<file path="src/design/ptq_pkg.sv">
// Shared constants, codes, word types and control structs of the two-class priority queue.
`timescale 1ns / 1ps
`default_nettype none
package ptq_pkg;

    localparam int CAPACITY    = 64;
    localparam int KEY_WIDTH   = 32;
    localparam int IDX_W       = $clog2(CAPACITY);
    localparam int CNT_W       = $clog2(CAPACITY + 1);
    localparam int MEM_DEPTH   = 2 * CAPACITY;
    localparam int MEM_AW      = $clog2(MEM_DEPTH);
    localparam int KEY_FIELD_W = 32;
    localparam int REM_W       = 7;
    localparam int BATCH_W     = 4;
    localparam int MAX_BATCH   = 8;

    localparam logic [BATCH_W-1:0] BATCH_RESET = 4'd4;

    localparam logic [1:0] KIND_ENQUEUE = 2'd0;
    localparam logic [1:0] KIND_SERVE   = 2'd1;
    localparam logic [1:0] KIND_REMOVE  = 2'd2;

    localparam logic [2:0] ST_ACCEPTED  = 3'd0;
    localparam logic [2:0] ST_SERVED    = 3'd1;
    localparam logic [2:0] ST_REMOVED   = 3'd2;
    localparam logic [2:0] ST_EMPTY     = 3'd3;
    localparam logic [2:0] ST_NOT_FOUND = 3'd4;
    localparam logic [2:0] ST_FULL      = 3'd5;

    typedef struct packed {
        logic [1:0]             kind;
        logic [KEY_FIELD_W-1:0] entry_key;
        logic                   express;
    } t_in_word;

    typedef struct packed {
        logic [2:0]             status;
        logic [KEY_FIELD_W-1:0] served_key;
        logic                   last_of_run;
        logic [REM_W-1:0]       remaining;
    } t_out_word;

    typedef struct packed {
        logic       capture;
        logic       enq;
        logic       srv_init;
        logic       rd_front;
        logic       pop;
        logic       scan_init;
        logic       scan_step;
        logic       scan_next;
        logic       shift_step;
        logic       drop;
        logic       out_load;
        logic [2:0] out_code;
    } t_cmd;

    typedef struct packed {
        logic [1:0] kind;
        logic       empty;
        logic       full;
        logic       match;
        logic       exhausted;
        logic       sel_fast;
        logic       shift_done;
        logic       last_pop;
        logic       out_free;
    } t_stat;

endpackage
`default_nettype wire

</file>
<file path="src/design/ptq_ctrl.sv">
// Controller state machine: sequences enqueue, serve, search and gap closing.
`timescale 1ns / 1ps
`default_nettype none
module ptq_ctrl (
    input  wire logic           i_clk,
    input  wire logic           i_rst_n,
    input  wire logic           i_in_valid,
    output logic                o_in_ready,
    input  wire ptq_pkg::t_stat i_stat,
    output ptq_pkg::t_cmd       o_cmd
);

    typedef enum logic [2:0] {
        S_IDLE,
        S_DISPATCH,
        S_ENQ,
        S_SRV_RD,
        S_SRV_OUT,
        S_SCAN,
        S_SHIFT,
        S_REPLY
    } t_state;

    t_state     r_state, n_state;
    logic [2:0] r_code, n_code;

    always_comb begin
        n_state = r_state;
        n_code  = r_code;
        o_cmd   = '0;
        case (r_state)
            S_IDLE: begin
                if (i_in_valid) begin
                    o_cmd.capture = 1'b1;
                    n_state       = S_DISPATCH;
                end
            end
            S_DISPATCH: begin
                case (i_stat.kind)
                    ptq_pkg::KIND_ENQUEUE: begin
                        n_state = S_ENQ;
                    end
                    ptq_pkg::KIND_SERVE: begin
                        if (i_stat.empty) begin
                            n_code  = ptq_pkg::ST_EMPTY;
                            n_state = S_REPLY;
                        end else begin
                            o_cmd.srv_init = 1'b1;
                            n_state        = S_SRV_RD;
                        end
                    end
                    ptq_pkg::KIND_REMOVE: begin
                        if (i_stat.empty) begin
                            n_code  = ptq_pkg::ST_EMPTY;
                            n_state = S_REPLY;
                        end else begin
                            o_cmd.scan_init = 1'b1;
                            n_state         = S_SCAN;
                        end
                    end
                    default: begin
                        n_state = S_IDLE;
                    end
                endcase
            end
            S_ENQ: begin
                if (i_stat.out_free) begin
                    o_cmd.out_load = 1'b1;
                    if (i_stat.full) begin
                        o_cmd.out_code = ptq_pkg::ST_FULL;
                    end else begin
                        o_cmd.enq      = 1'b1;
                        o_cmd.out_code = ptq_pkg::ST_ACCEPTED;
                    end
                    n_state = S_IDLE;
                end
            end
            S_SRV_RD: begin
                o_cmd.rd_front = 1'b1;
                n_state        = S_SRV_OUT;
            end
            S_SRV_OUT: begin
                if (i_stat.out_free) begin
                    o_cmd.out_load = 1'b1;
                    o_cmd.out_code = ptq_pkg::ST_SERVED;
                    o_cmd.pop      = 1'b1;
                    n_state        = i_stat.last_pop ? S_IDLE : S_SRV_RD;
                end
            end
            S_SCAN: begin
                // The read for the next position is issued in the same cycle as the match shows up,
                // so the gap closing starts with that word.
                if (i_stat.match) begin
                    o_cmd.scan_step = 1'b1;
                    n_state         = S_SHIFT;
                end else if (i_stat.exhausted) begin
                    if (i_stat.sel_fast) begin
                        o_cmd.scan_next = 1'b1;
                    end else begin
                        n_code  = ptq_pkg::ST_NOT_FOUND;
                        n_state = S_REPLY;
                    end
                end else begin
                    o_cmd.scan_step = 1'b1;
                end
            end
            S_SHIFT: begin
                if (i_stat.shift_done) begin
                    o_cmd.drop = 1'b1;
                    n_code     = ptq_pkg::ST_REMOVED;
                    n_state    = S_REPLY;
                end else begin
                    o_cmd.shift_step = 1'b1;
                end
            end
            S_REPLY: begin
                if (i_stat.out_free) begin
                    o_cmd.out_load = 1'b1;
                    o_cmd.out_code = r_code;
                    n_state        = S_IDLE;
                end
            end
            default: begin
                n_state = S_IDLE;
            end
        endcase
    end

    always_ff @(posedge i_clk) begin
        if (!i_rst_n) begin
            r_state <= S_IDLE;
            r_code  <= ptq_pkg::ST_ACCEPTED;
        end else begin
            r_state <= n_state;
            r_code  <= n_code;
        end
    end

    assign o_in_ready = (r_state == S_IDLE);

endmodule
`default_nettype wire

</file>
<file path="config.mk">
export PLATFORM = sky130hd
export DESIGN_NAME = ptq_ctrl
export DESIGN_NICKNAME = d
export VERILOG_FILES = /design/src/design/ptq_pkg.sv /design/src/design/ptq_ctrl.sv
export SDC_FILE = /design/constraint.sdc
export NUM_CORES = 1
export LEC_CHECK = 0
export BUFFER_PORTS_ARGS = -buffer_cell sky130_fd_sc_hd__buf_2
export CORE_MARGIN = 2
export CORE_UTILIZATION = 46
export CTS_CLUSTER_SIZE = 40
export DETAILED_ROUTE_END_ITERATION = 8
export PLACE_DENSITY = 0.73
export SLEW_MARGIN = 15
export SYNTH_ARGS = -nofsm -noshare
export SYNTH_HDL_FRONTEND = slang
export SYNTH_SLANG_ARGS = --single-unit
</file>
<file path="constraint.sdc">
create_clock -name i_clk -period 1.7 [get_ports i_clk]
set_input_delay 0.085 -clock i_clk [delete_from_list [all_inputs] [get_ports i_clk]]
set_output_delay 0.085 -clock i_clk [all_outputs]
set_load 0.05 [all_outputs]
</file>
==> summary.md <==
| Metric | Value |
|---|---|
| Power share of the clock group | `11.2%` |
| Worst IR drop on VDD | `818 uV` |
| Critical Setup Path Class | `flip-flop to output pin` |
| Fill cell instance count of the final layout | `120` |
| Hold WC Path Type | `input pin to flip-flop` |
| Share of synthesized area occupied by flip-flops and latches | `17.8%` |
| Total CTS buffers | `3` |
| Count of unique library cells instantiated by Yosys | `37` |
| Highest attainable clock frequency | `639 MHz` |
| Final critical-path required period | `1.56 ns` |
| Number of DRC markers in iteration 0 | `16` |
| Combinational fraction of design power | `65.9%` |
| Arrival time at the worst endpoint | `1.48 ns` |
| Required time reported for the critical path endpoint | `1.62 ns` |
| Reg2reg end | `r_state[0]$_SDFFE_PN0P_` |
| Number of detailed-route iterations in the first pass | `4` |
| R2R setup slack | `0.24 ns` |
| Synth top area cells | `sky130_fd_sc_hd__dfxtp_1, sky130_fd_sc_hd__ha_1, sky130_fd_sc_hd__nor2b_1, sky130_fd_sc_hd__nor3_1, sky130_fd_sc_hd__inv_1` |
| Clock insertion delay at the later pin of the skew report | `0.24 ns` |
| Antenna diodes | `0` |
| Internal | `0.000519 W` |
| H-tree levels | `1` |
| Synthesis-to-layout area growth | `36.8%` |
| Number of cells on the worst reg-to-reg path | `5` |
| Transition time at the pin with the least slew margin | `0.369 ns` |
| Post-synth ARST share | `0%` |
| Sequential share of power | `22.9%` |
| Critical Path Start | `r_state[2]$_SDFFE_PN0P_` |
| Period utilization | `92.0%` |
| Average instance area after synthesis | `7.24 sq um` |
| Final count of negative-setup-slack endpoints | `0` |
| Max transition margin | `75.2%` |
| CP Capture Type | `output pin` |
| Cell types with the highest counts after synthesis | `sky130_fd_sc_hd__inv_1, sky130_fd_sc_hd__nand2_1, sky130_fd_sc_hd__nor2b_1` |
| Gate Count Post-Synth | `93` |
| Last weighted congestion value of the routability-driven placer | `0.874` |
| Sw frac | `52.5%` |
| Yosys top cell area share | `17.8%` |
| Post-route antenna net violation count | `0` |
| CTS sink cnt | `6` |
| Yosys warning count | `0` |
| Number of enable-type register cells in the synthesized netlist | `0` |
| Count of maximum capacitance violations | `0` |
| Gr ovfl total | `0` |
| Clock root buffer master | `sky130_fd_sc_hd__clkbuf_4` |
| Deepest clock path buffer count | `2` |
| Via count | `773` |
| Post-route standard cell area excluding fillers | `921 sq um` |
| Final nets | `140` |
| Dpl hpwl | `1440 um` |
| Post-synthesis instance area | `673 sq um` |
| Top cell type by total area after synthesis | `sky130_fd_sc_hd__dfxtp_1` |
| Worst reg2reg startpoint | `r_state[2]$_SDFFE_PN0P_` |
| Share of the core filled with cells | `69.0%` |
| Most used flip-flop cell after synthesis | `sky130_fd_sc_hd__dfxtp_1` |
| Hold slack | `0.132 ns` |
| Die boundary height | `42.3 um` |
| Die width | `42.3 um` |
| Wirelength per Cell | `13.2 um` |
| Starting utilization of the core area | `50.5%` |
| Setup repair after global routing missed its margin | `false` |
| Number of global-route vias before repair | `675` |
| Io pins | `28` |
| Average via count per standard cell | `5.68` |
| Clock transition time at the flip-flop clock pins of the worst setup and hold paths | `0.04 ns` |
| Detailed-route wire length | `1800 um` |
| Hold_buf cts | `0` |
| Global-route wire length before repair | `2920 um` |
| Total net switching power | `0.000575 W` |
| Leak | `0.446 nW` |
| Max Fanout on Critical Path | `12` |
| Maximum number of pins on one net before global-route repair | `16` |
| All-Layer GR Usage | `20.3%` |
| Initial antenna violation count | `0` |
| Area of the placeable core | `1330 sq um` |
| Post-layout total power | `0.00109 W` |
| Count of input and output buffers | `27` |
| Row count | `13` |
| CP endpoint | `o_cmd[2]` |
| Element type at the critical path start | `flip-flop` |
| Residual DRC | `0` |
| Status | `finished clean` |
| Worst-case clock skew | `0.00462 ns` |
| Endpoints failing hold | `0` |
| Share of final-layout standard cells stronger than drive strength 1 | `39.7%` |
| Pwr Density | `1190 nW/um^2` |
| Final-report max-slew violation count | `0` |
| Die Outline Area | `1790 sq um` |
| Number of flip-flops and latches in the synthesized netlist | `6` |
| Synthesized netlist net count | `110` |
| TritonCTS clock tree | `done` |
| Post-Place Cell Area | `883 sq um` |
-- stage by stage --
| step | instances | worst slack [ns] | setup TNS (ns) |
|---|---|---|---|
| after floorplan | 93 | -0.110 | -0.379 |
| after global placement | 133 | 0.200 | 0 |
| after detailed placement | 133 | 0.160 | 0 |
| after CTS | 136 | 0.0399 | 0 |
| after global routing | 136 | 0.0133 | 0 |
| final | 136 | 0.136 | 0 |
-- layout make-up --
| class | instances | area, sq um | share of cell area, % |
|---|---|---|---|
| multi-input cells | 73 | 549 | 59.6 |
| repair buffers | 31 | 174 | 18.9 |
| flip-flops and latches | 6 | 126 | 13.7 |
| inverters | 8 | 30.0 | 3.26 |
| clock buffers | 3 | 22.5 | 2.45 |
| well taps | 15 | 18.8 | 2.04 |
-- state kept, by name, indices dropped and copies added (netlist names) --
| register | count |
|---|---|
| r_code | 3 |
| r_state | 3 |
-- critical path: stages, from the launching register on --
cell,delay (ns)
sky130_fd_sc_hd__dfxtp_2,0.36
sky130_fd_sc_hd__buf_4,0.19
sky130_fd_sc_hd__nor2b_1,0.16
sky130_fd_sc_hd__nor2b_1,0.15
sky130_fd_sc_hd__a31oi_1,0.04
sky130_fd_sc_hd__nor2_1,0.08
sky130_fd_sc_hd__buf_2,0.26
-- what timing repair did --
| action | 4_1_cts | 5_1_grt |
|---|---|---|
| setup endpoints to repair | 2 | 5 |
| resized for setup | 2 | 6 |
| buffers inserted | 0 | 0 |
| gates cloned | 0 | 0 |
-- power by group through the flow --
stage | combinational, W | clock [W] | sequential (W)
6_report | 0.000721 | 0.000123 | 0.000251
5_1_grt | 0.000771 | 0.000139 | 0.000259
4_1_cts | 0.000714 | 0.000130 | 0.000242
3_5_place_dp | 0.000713 | 0 | 0.000243
3_3_place_gp | 0.000701 | 0 | 0.000243
2_1_floorplan | 0.000613 | 0 | 0.000191
-- worst min path at each step --
stage               startpoint                       to  depth (start not counted)
CTS                    i_rst_n  r_state[2]$_SDFFE_PN0P_                          3
global route           i_rst_n   r_code[1]$_SDFFE_PN0P_                          2
global placement       i_rst_n  r_state[2]$_SDFFE_PN0P_                          3
finish                 i_rst_n  r_state[2]$_SDFFE_PN0P_                          3
floorplan              i_rst_n  r_state[2]$_SDFFE_PN0P_                          2
detailed placement     i_rst_n  r_state[2]$_SDFFE_PN0P_                          3
-- metal layers --
layer | part of all wire [%] | vias up | routed length [um] | global-route usage (%)
li1 | - | 391 | - | -
met1 | 45 | 352 | 817 | 27.5
met2 | 48 | 28 | 862 | 32.3
met3 | 6.2 | 2 | 112 | 3.45
met4 | 0.44 | 0 | 8 | 6.88
met5 | 0 | - | 0 | 0
-- cell usage in the layout (no fill, tap or decap), drive strengths merged, types with 2 or more instances in the layout --
cell,n
dfxtp,6
a21oi,5
nor2b,7
nor3,6
ha,4
clkbuf,4
nand2b,3
a211oi,3
nor4b,2
nor2,5
inv,8
nor4,2
nand2,8
and2,2
o21ai,4
and2b,2
o22ai,2
and4bb,2
nand3,3
buf,30
-- logic make-up (layout without fill, tap and decap cells) --
kind of cell / after synthesis / count (layout) / share of synthesized area (%)
and+or+nand+nor: 46 / 46 / 40.0
DFF: 6 / 6 / 17.8
AOI/OAI and AO/OA: 21 / 21 / 21.9
muxes: 1 / 1 / 1.49
buffers and inverters: 14 / 42 / 9.67
adders and majority gates: 5 / 5 / 9.11
Note: power is estimated with default switching activity, not from simulation.
